## src/hdl/lpm_pkg.sv

```systemverilog
// Shared types, constants and helpers of the longest prefix match router.
package lpm_pkg;

  localparam int unsigned TABLE_DEPTH_DEF    = 32;
  localparam int unsigned NUM_INTERFACES_DEF = 16;

  localparam int unsigned ADDR_W   = 32;
  localparam int unsigned LEN_W    = 6;
  localparam int unsigned IFC_W    = 4;
  localparam int unsigned TTL_W    = 8;
  localparam int unsigned STATUS_W = 3;

  localparam logic [LEN_W-1:0] MAX_LEN = LEN_W'(ADDR_W);
  localparam logic [TTL_W-1:0] TTL_MIN_FWD = TTL_W'(2);

  localparam logic OP_ADD   = 1'b0;
  localparam logic OP_ROUTE = 1'b1;

  typedef enum logic [STATUS_W-1:0] {
    ST_ADDED       = 3'd0,
    ST_DUPLICATE   = 3'd1,
    ST_FULL        = 3'd2,
    ST_FORWARDED   = 3'd3,
    ST_NO_ROUTE    = 3'd4,
    ST_TTL_EXPIRED = 3'd5
  } status_e;

  typedef struct packed {
    logic [ADDR_W-1:0] prefix;
    logic [LEN_W-1:0]  length;
    logic              hop_valid;
    logic [ADDR_W-1:0] hop;
    logic [IFC_W-1:0]  ifc;
  } entry_t;

  typedef struct packed {
    logic dup;      // all route fields equal
    logic shorter;  // stored length below the new one
    logic hit;      // masked destination equals stored prefix
    logic ifc_ok;   // stored interface exists
  } cmp_t;

  // High-order mask of len ones; len is at most 32 here.
  function automatic logic [ADDR_W-1:0] len_mask(input logic [LEN_W-1:0] len);
    return ~({ADDR_W{1'b1}} >> len);
  endfunction

endpackage

```

## src/hdl/longest_prefix_match_router_top.sv

```systemverilog
// Top level of the IPv4 longest prefix match router.
// A lookup scans the entries in order until the first hit or the end of the table.
// An add scans for its slot, shifts the entries from there down and writes the new route.
// One transaction at a time: the single table read port and compare unit set the pace.
// The result strobe done_o is high for one cycle; the receiver cannot stall.
// Reset empties the table (entry count to zero) and returns the sequencer to idle.
module longest_prefix_match_router_top #(
  parameter int unsigned TABLE_DEPTH    = lpm_pkg::TABLE_DEPTH_DEF,
  parameter int unsigned NUM_INTERFACES = lpm_pkg::NUM_INTERFACES_DEF
) (
  input  logic                          clk_i,
  input  logic                          rst_ni,
  input  logic                          start_i,
  input  logic                          operation_i,
  input  logic [lpm_pkg::ADDR_W-1:0]    address_i,
  input  logic [lpm_pkg::LEN_W-1:0]     prefix_len_i,
  input  logic                          hop_valid_i,
  input  logic [lpm_pkg::ADDR_W-1:0]    hop_address_i,
  input  logic [lpm_pkg::IFC_W-1:0]     interface_index_i,
  input  logic [lpm_pkg::TTL_W-1:0]     time_to_live_i,
  output logic                          busy_o,
  output logic                          done_o,
  output logic [lpm_pkg::STATUS_W-1:0]  status_o,
  output logic [lpm_pkg::IFC_W-1:0]     out_interface_o,
  output logic [lpm_pkg::ADDR_W-1:0]    out_hop_o,
  output logic [lpm_pkg::TTL_W-1:0]     new_ttl_o
);

  localparam int unsigned AW = $clog2(TABLE_DEPTH);

  // Latched transaction key, presented to the compare unit every cycle.
  lpm_pkg::entry_t key;
  // Entry read back from the table, in the cycle after its address.
  lpm_pkg::entry_t rdata;
  // Compare results on the entry currently read.
  lpm_pkg::cmp_t   cmp;

  logic            mem_we;
  logic [AW-1:0]   mem_waddr;
  logic [AW-1:0]   mem_raddr;
  lpm_pkg::entry_t mem_wdata;

  // Sequencer: walk the table in order, longest prefix first. A lookup stops
  // at the first hit; an add stops at a duplicate or at the first shorter
  // entry (else at the end), then, unless the table is full, shifts the tail
  // down one slot at a time and writes the new route into the gap.
  lpm_seq #(
    .TABLE_DEPTH (TABLE_DEPTH)
  ) u_seq (
    .clk_i             (clk_i),
    .rst_ni            (rst_ni),
    .start_i           (start_i),
    .operation_i       (operation_i),
    .address_i         (address_i),
    .prefix_len_i      (prefix_len_i),
    .hop_valid_i       (hop_valid_i),
    .hop_address_i     (hop_address_i),
    .interface_index_i (interface_index_i),
    .time_to_live_i    (time_to_live_i),
    .busy_o            (busy_o),
    .done_o            (done_o),
    .status_o          (status_o),
    .out_interface_o   (out_interface_o),
    .out_hop_o         (out_hop_o),
    .new_ttl_o         (new_ttl_o),
    .key_o             (key),
    .cmp_i             (cmp),
    .rdata_i           (rdata),
    .mem_we_o          (mem_we),
    .mem_waddr_o       (mem_waddr),
    .mem_wdata_o       (mem_wdata),
    .mem_raddr_o       (mem_raddr)
  );

  // Shared compare unit: one mask-and-compare plus the duplicate and length
  // tests, reused for every entry of the scan.
  lpm_cmp #(
    .NUM_INTERFACES (NUM_INTERFACES)
  ) u_cmp (
    .key_i (key),
    .ent_i (rdata),
    .cmp_o (cmp)
  );

  // Route storage; only entries below the entry count are ever used.
  lpm_table #(
    .TABLE_DEPTH (TABLE_DEPTH)
  ) u_table (
    .clk_i   (clk_i),
    .we_i    (mem_we),
    .waddr_i (mem_waddr),
    .wdata_i (mem_wdata),
    .raddr_i (mem_raddr),
    .rdata_o (rdata)
  );

endmodule

```

## src/hdl/lpm_table.sv

```systemverilog
// Route table storage: one write port, one registered read port.
module lpm_table #(
  parameter int unsigned TABLE_DEPTH = lpm_pkg::TABLE_DEPTH_DEF,
  localparam int unsigned AW = $clog2(TABLE_DEPTH)
) (
  input  logic              clk_i,
  input  logic              we_i,
  input  logic [AW-1:0]     waddr_i,
  input  lpm_pkg::entry_t   wdata_i,
  input  logic [AW-1:0]     raddr_i,
  output lpm_pkg::entry_t   rdata_o
);

  lpm_pkg::entry_t mem_q [TABLE_DEPTH];
  lpm_pkg::entry_t rdata_q;

  always_ff @(posedge clk_i) begin
    if (we_i) begin
      mem_q[waddr_i] <= wdata_i;
    end
    rdata_q <= mem_q[raddr_i];
  end

  assign rdata_o = rdata_q;

endmodule

```

## src/hdl/lpm_cmp.sv

```systemverilog
// Shared compare unit: match, duplicate and ordering tests on one entry.
module lpm_cmp #(
  parameter int unsigned NUM_INTERFACES = lpm_pkg::NUM_INTERFACES_DEF
) (
  input  lpm_pkg::entry_t key_i,
  input  lpm_pkg::entry_t ent_i,
  output lpm_pkg::cmp_t   cmp_o
);

  logic [lpm_pkg::ADDR_W-1:0] mask;

  assign mask = lpm_pkg::len_mask(ent_i.length);

  assign cmp_o.dup     = (key_i == ent_i);
  assign cmp_o.shorter = (ent_i.length < key_i.length);
  assign cmp_o.hit     = ((key_i.prefix & mask) == ent_i.prefix);
  assign cmp_o.ifc_ok  = (32'(ent_i.ifc) < 32'(NUM_INTERFACES));

endmodule

```

## src/hdl/lpm_seq.sv

```systemverilog
// Sequencer: scans, shifts and inserts table entries, and forms the result.
module lpm_seq #(
  parameter int unsigned TABLE_DEPTH = lpm_pkg::TABLE_DEPTH_DEF,
  localparam int unsigned AW = $clog2(TABLE_DEPTH),
  localparam int unsigned CW = $clog2(TABLE_DEPTH + 1)
) (
  input  logic                          clk_i,
  input  logic                          rst_ni,
  input  logic                          start_i,
  input  logic                          operation_i,
  input  logic [lpm_pkg::ADDR_W-1:0]    address_i,
  input  logic [lpm_pkg::LEN_W-1:0]     prefix_len_i,
  input  logic                          hop_valid_i,
  input  logic [lpm_pkg::ADDR_W-1:0]    hop_address_i,
  input  logic [lpm_pkg::IFC_W-1:0]     interface_index_i,
  input  logic [lpm_pkg::TTL_W-1:0]     time_to_live_i,
  output logic                          busy_o,
  output logic                          done_o,
  output logic [lpm_pkg::STATUS_W-1:0]  status_o,
  output logic [lpm_pkg::IFC_W-1:0]     out_interface_o,
  output logic [lpm_pkg::ADDR_W-1:0]    out_hop_o,
  output logic [lpm_pkg::TTL_W-1:0]     new_ttl_o,
  output lpm_pkg::entry_t               key_o,
  input  lpm_pkg::cmp_t                 cmp_i,
  input  lpm_pkg::entry_t               rdata_i,
  output logic                          mem_we_o,
  output logic [AW-1:0]                 mem_waddr_o,
  output lpm_pkg::entry_t               mem_wdata_o,
  output logic [AW-1:0]                 mem_raddr_o
);

  typedef enum logic [2:0] {
    S_IDLE,
    S_SCAN,
    S_EVAL,
    S_PLACE,
    S_MOVE,
    S_MOVE_WR
  } state_e;

  state_e                        state_q;
  logic                          op_q;
  lpm_pkg::entry_t               key_q;
  logic [lpm_pkg::TTL_W-1:0]     ttl_q;
  logic [CW-1:0]                 count_q;
  logic [CW-1:0]                 idx_q;
  logic [CW-1:0]                 pos_q;
  logic                          done_q;
  lpm_pkg::status_e              status_q;
  logic [lpm_pkg::IFC_W-1:0]     ifc_q;
  logic [lpm_pkg::ADDR_W-1:0]    hop_q;
  logic [lpm_pkg::TTL_W-1:0]     nttl_q;
  logic [CW-1:0]                 idx_dec;

  assign idx_dec = idx_q - CW'(1);

  // Memory port control.
  always_comb begin
    mem_we_o    = 1'b0;
    mem_waddr_o = idx_q[AW-1:0];
    mem_wdata_o = rdata_i;
    mem_raddr_o = idx_q[AW-1:0];
    case (state_q)
      S_MOVE: begin
        mem_raddr_o = idx_dec[AW-1:0];
        if (idx_q == pos_q) begin
          mem_we_o    = 1'b1;
          mem_wdata_o = key_q;
        end
      end
      S_MOVE_WR: begin
        mem_we_o = 1'b1;
      end
      default: begin
      end
    endcase
  end

  always_ff @(posedge clk_i or negedge rst_ni) begin
    if (!rst_ni) begin
      state_q  <= S_IDLE;
      op_q     <= lpm_pkg::OP_ADD;
      key_q    <= '0;
      ttl_q    <= '0;
      count_q  <= '0;
      idx_q    <= '0;
      pos_q    <= '0;
      done_q   <= 1'b0;
      status_q <= lpm_pkg::ST_ADDED;
      ifc_q    <= '0;
      hop_q    <= '0;
      nttl_q   <= '0;
    end else begin
      done_q <= 1'b0;
      case (state_q)
        S_IDLE: begin
          if (start_i) begin
            op_q            <= operation_i;
            key_q.prefix    <= address_i;
            key_q.length    <= (prefix_len_i > lpm_pkg::MAX_LEN) ?
                               lpm_pkg::MAX_LEN : prefix_len_i;
            key_q.hop_valid <= hop_valid_i;
            key_q.hop       <= hop_valid_i ? hop_address_i : '0;
            key_q.ifc       <= interface_index_i;
            ttl_q           <= time_to_live_i;
            idx_q           <= '0;
            pos_q           <= count_q;
            state_q         <= S_SCAN;
          end
        end
        S_SCAN: begin
          if (idx_q == count_q) begin
            if (op_q == lpm_pkg::OP_ADD) begin
              state_q <= S_PLACE;
            end else begin
              done_q   <= 1'b1;
              status_q <= lpm_pkg::ST_NO_ROUTE;
              ifc_q    <= '0;
              hop_q    <= '0;
              nttl_q   <= '0;
              state_q  <= S_IDLE;
            end
          end else begin
            state_q <= S_EVAL;
          end
        end
        S_EVAL: begin
          if (op_q == lpm_pkg::OP_ADD) begin
            if (cmp_i.dup) begin
              done_q   <= 1'b1;
              status_q <= lpm_pkg::ST_DUPLICATE;
              ifc_q    <= '0;
              hop_q    <= '0;
              nttl_q   <= '0;
              state_q  <= S_IDLE;
            end else if (cmp_i.shorter) begin
              pos_q   <= idx_q;
              state_q <= S_PLACE;
            end else begin
              idx_q   <= idx_q + CW'(1);
              state_q <= S_SCAN;
            end
          end else if (cmp_i.hit) begin
            done_q  <= 1'b1;
            state_q <= S_IDLE;
            if (!cmp_i.ifc_ok || ttl_q < lpm_pkg::TTL_MIN_FWD) begin
              status_q <= cmp_i.ifc_ok ? lpm_pkg::ST_TTL_EXPIRED : lpm_pkg::ST_NO_ROUTE;
              ifc_q    <= '0;
              hop_q    <= '0;
              nttl_q   <= '0;
            end else begin
              status_q <= lpm_pkg::ST_FORWARDED;
              ifc_q    <= rdata_i.ifc;
              hop_q    <= rdata_i.hop_valid ? rdata_i.hop : key_q.prefix;
              nttl_q   <= ttl_q - lpm_pkg::TTL_W'(1);
            end
          end else begin
            idx_q   <= idx_q + CW'(1);
            state_q <= S_SCAN;
          end
        end
        S_PLACE: begin
          if (count_q == CW'(TABLE_DEPTH)) begin
            done_q   <= 1'b1;
            status_q <= lpm_pkg::ST_FULL;
            ifc_q    <= '0;
            hop_q    <= '0;
            nttl_q   <= '0;
            state_q  <= S_IDLE;
          end else begin
            idx_q   <= count_q;
            state_q <= S_MOVE;
          end
        end
        S_MOVE: begin
          if (idx_q == pos_q) begin
            count_q  <= count_q + CW'(1);
            done_q   <= 1'b1;
            status_q <= lpm_pkg::ST_ADDED;
            ifc_q    <= '0;
            hop_q    <= '0;
            nttl_q   <= '0;
            state_q  <= S_IDLE;
          end else begin
            state_q <= S_MOVE_WR;
          end
        end
        S_MOVE_WR: begin
          idx_q   <= idx_dec;
          state_q <= S_MOVE;
        end
        default: begin
          state_q <= S_IDLE;
        end
      endcase
    end
  end

  assign busy_o          = (state_q != S_IDLE);
  assign done_o          = done_q;
  assign status_o        = status_q;
  assign out_interface_o = ifc_q;
  assign out_hop_o       = hop_q;
  assign new_ttl_o       = nttl_q;
  assign key_o           = key_q;

endmodule

```

## config.mk

```make
export PLATFORM = sky130hd
export DESIGN_NAME = longest_prefix_match_router_top
export DESIGN_NICKNAME = d
export VERILOG_FILES = /design/src/hdl/lpm_pkg.sv /design/src/hdl/longest_prefix_match_router_top.sv /design/src/hdl/lpm_table.sv /design/src/hdl/lpm_cmp.sv /design/src/hdl/lpm_seq.sv
export SDC_FILE = /design/constraint.sdc
export NUM_CORES = 2
export LEC_CHECK = 0
export BUFFER_PORTS_ARGS = -buffer_cell sky130_fd_sc_hd__buf_2
export CORE_MARGIN = 2
export CORE_UTILIZATION = 45
export DETAILED_ROUTE_END_ITERATION = 10
export PLACE_DENSITY = 0.68
export SYNTH_ARGS = -nofsm -noshare
export SYNTH_HDL_FRONTEND = slang
export SYNTH_HIERARCHICAL = 1
export SYNTH_SLANG_ARGS = --single-unit
```

## constraint.sdc

```tcl
create_clock -name clk_i -period 11.29 [get_ports clk_i]
set_input_delay 0.5645 -clock clk_i [delete_from_list [all_inputs] [get_ports clk_i]]
set_output_delay 0.5645 -clock clk_i [all_outputs]
set_load 0.01 [all_outputs]
```

# [After elaboration in Yosys (flattened, before gate mapping)]
# Memory sizes are Yosys's and may differ from the RTL's. A register that Yosys moved wholly into a read port is not among the register bits.
# Index checks and enable logic that the tools add are counted.
[totals] mem_bits_rw=2400 memories=1 inputBits=87 elab_cells=136 register_bits=153 out_inout_bits=49
[mem_list] memory="u_table.mem_q" words=32 word_bits=75 rd=1 rd_clocked_by_memory_dff=1 write_ports=1 line="lpm_table.sv:14" text="lpm_pkg::entry_t mem_q [TABLE_DEPTH];"
[classes] magnitude_cmp=3 n_reduce_logical=10 n_shift=1 mux=75 eq_ne=24 addsub=4 bitwise=2
[ops] operator="$mux W32" n=10
[ops] operator="$mux W75" n=2
[ops] operator="$pmux W32 S4" n=1
[ops] operator="$eq A75 B75 Y1" n=1
[ops] operator="$mux W6" n=11
[ops] operator="$mux W8" n=8
[ops] operator="$mux W3" n=13
[ops] operator="$and A32 B32 Y32" n=1
[ops] operator="$eq A32 B32 Y1" n=1
[ops] operator="$mux W4" n=8
[ops] operator="$not A32 Y32" n=1
[ops] operator="$pmux W8 S4" n=1
[ops] operator="$shr A32 B6 Y32 const A" n=1
[ops] operator="$pmux W6 S4" n=1
[ops] operator="$pmux W3 S6" n=1
[ops] operator="$pmux W4 S4" n=1
[ops] operator="$add A6 B1 Y6 const B" n=2
[ops] operator="$eq A6 B6 Y1" n=2
[ops] operator="$pmux W3 S4" n=1
[ops] operator="$pmux W6 S2" n=1
[ops] operator="$mux W1" n=10
[ops] operator="$ne A2 B2 Y1 const B" n=5
[ops] operator="$ne A3 B2 Y1 const B" n=3
[ops] operator="$lt A8 B2 Y1 const B" n=1
[ops] operator="other kinds (22)" n=32

# [Depth between registers and ports, before layout]
[logic_depth] ltp_word=7 ltp_mapped=14 depth_no_buf=12

# [By module]
# Netlist, hierarchy kept.
[by_module_without_submodules] module="lpm_table" seq_area_each_um2=73570.6 cells_each=4384 area_each_um2=92802.8 n_inst=1
[by_module_without_submodules] module="lpm_seq" seq_area_each_um2=3828.7 cells_each=742 area_each_um2=8215.4 n_inst=1
[by_module_without_submodules] module="lpm_cmp" seq_area_each_um2=0.0 cells_each=288 area_each_um2=1958.1 n_inst=1

# [Worst setup path before layout]
# No wires, ideal clock.
[synth_timing] path_kind="reg2reg" from="register u_seq.idx_q[4]" to="memory u_table/mem_q[12][0] in the netlist's numbering, enable pin" period_less_slack_ns=5.610 arrival_time_ns=5.101 stages_incl_launch_ff=9 slack_ns=5.680 setup_time_ns=0.509 path_buffers=2 required_time_ns=10.781 path_cell_list="dfrtp_1 -> buf_4 -> xnor2_1 -> nand4_1 -> nand3b_1 -> a21boi_0 -> or3b_2 -> clkbuf_1 -> nor2_1"
[synth_via] elab_chain_cells=5
[synth_lines] element="from (decl)" line="lpm_seq.sv:46" text="logic [CW-1:0] idx_q;"
[synth_lines] element="from (signal assigned)" line="lpm_seq.sv:140" text="idx_q <= idx_q + CW'(1);"
[synth_lines] element="from (signal assigned)" line="lpm_seq.sv:158" text="idx_q <= idx_q + CW'(1);"
[synth_lines] element="from (signal assigned)" line="lpm_seq.sv:171" text="idx_q <= count_q;"
[synth_lines] element="$eq A6 B6 Y1" line="lpm_seq.sv:66" text="if (idx_q == pos_q) begin"
[synth_lines] element="$mux W1" line="lpm_seq.sv:66"
[synth_lines] element="$pmux W1 S2" line="lpm_seq.sv:63" text="case (state_q)"
[synth_lines] element="via mem_we" line="longest_prefix_match_router_top.sv:38" text="logic mem_we;"
[synth_lines] element="$mux W1" line="lpm_table.sv:18" text="if (we_i) begin"
[synth_lines] element="$mux W1 (not written as such)" line="lpm_table.sv:19" text="mem_q[waddr_i] <= wdata_i;"
[synth_lines] element="to (decl)" line="lpm_table.sv:14"
# The timed path passes the listed nets, and every way through them passes these cells.

# [Worst setup path after layout]
[layout_timing] from="register u_seq.idx_q[2]" to="memory u_table/mem_q[5][66] in the netlist's numbering, enable pin"
# Same word-level chain as after synthesis.

==> metrics <==
#FFs+latches synth around 2600; Synthesis Warnings 6; Detailed Route Iter0 Violations 7141; I/O pin count 136; reg-to-reg setup timing slack around 5700 ps; Final Hold Fails 0; placeable core area around 230000 um2; endpoint of the worst hold path u_seq/key_o[3]; total power density per cell area between 200 and 300 nW/um2; Mapped Area 103000 um2; Hold Path Stages 2; fill cell total of the finished layout approximately 18000; most common cell after layout, fill and taps aside sky130_fd_sc_hd__edfxtp_1; total clock sinks about 2600; Root Buffer Master sky130_fd_sc_hd__clkbuf_16; worst-case clock skew between 60 and 70 ps; TritonCTS clock tree yes; maximum vdd drop ~260 uV; Critical R2R Capture u_table/mem_q[5][66]; source of the critical timing path u_seq/idx_q[2]; top sig layer met5; min setup slack post-route 5730 ps; total wirelength of the detailed-routed design 297000 um; number of nets produced by synthesis 5512; H-tree depth 5; detailed-routed wire length on met2 140000 um; Met3 Wirelength slightly above 30000 um; worst flop-to-flop path startpoint u_seq/idx_q[2]; clock-pin slew on the worst setup and hold paths roughly 60 ps; achievable clock frequency between 0.15 and 0.2 GHz; aggregate global routing overflow 0; total negative slack 0 ps; leakage power total about 37 nW; area growth from synthesis to layout 13.2%; crit start category flip-flop; Avg Synthesized Cell Area about 19 um2; initial antenna violation count 10; number of distinct library cell variants in the gate-level netlist after synthesis between 80 and 90; Final Critical Period about 5600 ps; remaining antenna violation count after routing 0; Required @ worst endpoint around 12000 ps; overall die width between 400 and 500 um; via count of the first global-routing pass ~55000; first-pass GRT wire length slightly above 400000 um; share of the yosys chip area belonging to registers roughly three quarters; setup repair after global routing missed its margin no; final cycle utilization of the critical path about half; critical path class reg2reg; commonest register cell after synthesis sky130_fd_sc_hd__edfxtp_1; Wirelength per Cell between 30 and 40 um; routability-driven placement congestion ratio 0.935; Initial Util between 40 and 50%; vias 55910; setup slack after placement between 5000 and 6000 ps; endpoints failing setup 0; overall fraction of global-route tracks in use between 20% and 30%; maximum number of pins on one net before global-route repair 127; HPWL reported at the end of detailed placement 167000 um; Max Root-Sink Buffers 4; normalized max-slew margin under 10%; startpoint of the lowest-slack hold path interface_index_i[3]; highest net fanout along the worst path 27; Pins Over Slew Limit 0; net total in the final layout a little under 6000; latest clock arrival within the worst-skew pair ~940 ps; number of iterations in the first detailed-routing pass 6; worst r2r path cells 8; crit path capture type flip-flop; max-capacitance violation count 0; slew at the pin closest to its max-slew limit 1440 ps; fraction of layout cells with a size suffix above 1 roughly a fifth; post-detailed-route via-to-cell ratio roughly 6.3; die boundary height around 480 um; Hold Path Class in2reg; run status completed; Met1 Routed Length between 100000 and 150000 um; gate count of the mapped netlist approximately 5400; Die Outline Area around 230000 um2; number of buffers added by the clock tree synthesis step 280; async set-or-reset flop fraction in the synthesized netlist under 10%; EDFF count, synth 2400; number of buffers inserted by port buffering approximately 140; number of core rows approximately 180; commonest non-fill, non-tap cells in the layout sky130_fd_sc_hd__edfxtp_1, sky130_fd_sc_hd__mux2i_1, sky130_fd_sc_hd__a22oi_1; number of DRC violations after detailed routing 0; data arrival time of the critical path between 6000 and 7000 ps
## synthesized netlist by cell type, types with 4 or more instances
library cell                number  area (um2)
sky130_fd_sc_hd__and2_1         10        62.6
sky130_fd_sc_hd__dfrtp_1       153        3830
sky130_fd_sc_hd__a22o_1         50         438
sky130_fd_sc_hd__o211ai_1       10        75.1
sky130_fd_sc_hd__nor4_1         10        62.6
sky130_fd_sc_hd__buf_1          13        48.8
sky130_fd_sc_hd__nand2_1       130         488
sky130_fd_sc_hd__a2bb2oi_1       6        52.6
sky130_fd_sc_hd__ha_1           11         138
sky130_fd_sc_hd__and3_1          8        50.1
sky130_fd_sc_hd__a21oi_1        33         165
sky130_fd_sc_hd__nor2_1         94         353
sky130_fd_sc_hd__a31oi_1        54         338
sky130_fd_sc_hd__nand3b_1        7        52.6
sky130_fd_sc_hd__o21ai_0        74         370
sky130_fd_sc_hd__a2111oi_0      10        87.6
sky130_fd_sc_hd__mux2i_1       627        6280
sky130_fd_sc_hd__nor2b_1        44         275
sky130_fd_sc_hd__a22oi_1       378        2840
sky130_fd_sc_hd__nand3_1       146         731
sky130_fd_sc_hd__nand2b_1       21         131
sky130_fd_sc_hd__nor3b_1         5        37.5
sky130_fd_sc_hd__dfxtp_1        75        1500
sky130_fd_sc_hd__buf_2         120         601
sky130_fd_sc_hd__mux2_2        150        1690
sky130_fd_sc_hd__buf_4          35         263
sky130_fd_sc_hd__mux2_4         15         225
sky130_fd_sc_hd__buf_6          27         304
sky130_fd_sc_hd__nor3_1         15        75.1
sky130_fd_sc_hd__a32oi_1         9        78.8
sky130_fd_sc_hd__xor2_1         26         228
sky130_fd_sc_hd__inv_1          39         146
sky130_fd_sc_hd__mux4_2        310        6980
sky130_fd_sc_hd__o22ai_1         7        43.8
sky130_fd_sc_hd__nand4_1        48         300
sky130_fd_sc_hd__clkbuf_1      118         443
sky130_fd_sc_hd__edfxtp_1     2400       72100
sky130_fd_sc_hd__xnor2_1        55         482
sky130_fd_sc_hd__o21a_1          4        30.0
sky130_fd_sc_hd__and4_1          4        35.0
## worst max-delay path: stages (launching register included)
cell and delay [ps]:
sky130_fd_sc_hd__dfrtp_1 770, sky130_fd_sc_hd__xnor2_1 190, sky130_fd_sc_hd__nand4_1 230, sky130_fd_sc_hd__nand3b_1 300, sky130_fd_sc_hd__a21boi_0 480, sky130_fd_sc_hd__nand3b_1 670, sky130_fd_sc_hd__nor2_4 1100, sky130_fd_sc_hd__buf_4 710
sky130_fd_sc_hd__buf_4 620
## repair_timing
item                                   in CTS  in global routing
buffers inserted                            0                  0
gates resized for setup                     0                  0
hold buffers                               71                  0
endpoints found under the hold margin     144                  0
setup endpoints to repair                   0                  0
## per-layer routing
layer	track usage, %	up-vias
li1	-	22632
met1	34.4	29330
met2	39.5	3337
met3	4.87	609
met4	11.1	2
met5	0	-
## power by group
part / switching, mW / internal, mW / leakage, nW
Clock: 3.64 / 5.13 / 4.23
Combinational: 6.60 / 3.49 / 8.64
Sequential: 0.909 / 12.8 / 24.2
Total: 11.2 / 21.4 / 37.1
## how the worst max path moves through the flow
stage	depth (start not counted)	endpoint
after floorplan	8	u_table/mem_q[12][0]
after global placement	10	u_table/rdata_o[22]
after detailed placement	10	u_table/rdata_o[71]
after CTS	10	u_table/rdata_o[71]
after global routing	10	u_table/rdata_o[51]
final	8	u_table/mem_q[5][66]
## logic make-up after synthesis
kind of cell | synth area share (%)
xor+xnor | 0.689
flops | 75.2
fa+ha+maj | 0.134
compound gates | 4.67
buf+inv | 1.82
simple gates | 2.79
other cells | 0.00364
mux | 14.7
## flip-flops by register name (all words and copies together), names as in the netlist, 3 cells and up
| signal | flops |
|---|---|
| u_seq/idx_q | 6 |
| u_seq/count_q | 6 |
| u_seq/new_ttl_o | 8 |
| u_seq/key_o | 75 |
| u_seq/pos_q | 6 |
| u_table/mem_q | 2400 |
| u_seq/out_interface_o | 4 |
| u_seq/state_q | 3 |
| u_seq/status_o | 3 |
| u_seq/ttl_q | 8 |
| u_table/rdata_o | 75 |
| u_seq/out_hop_o | 32 |
## cell type report
type	instances	area (um2)	area share [%]
Clock buffer	403	7930	6.80
Tap cell	3009	3760	3.23
Antenna cell	5	12.5	0.0107
Inverter	39	146	0.126
Timing Repair Buffer	346	2510	2.15
Multi-Input combinational cell	2429	24100	20.7
Sequential cell	2628	77400	66.4
Clock inverter	82	718	0.616
## metrics by stage
stage	cells	hold slack (ps)	power (mW)	utilization, %	area, um2
floorplan	5414	269	20.1	-	103000
global placement	8380	487	23.6	47.1	107000
detailed placement	8380	496	23.8	47.1	107000
CTS	8936	15.1	32.5	51.2	117000
global route	8941	20.7	33.6	51.2	117000
finish	8941	55.0	32.6	51.2	117000
(Power assumes the default switching activity.)
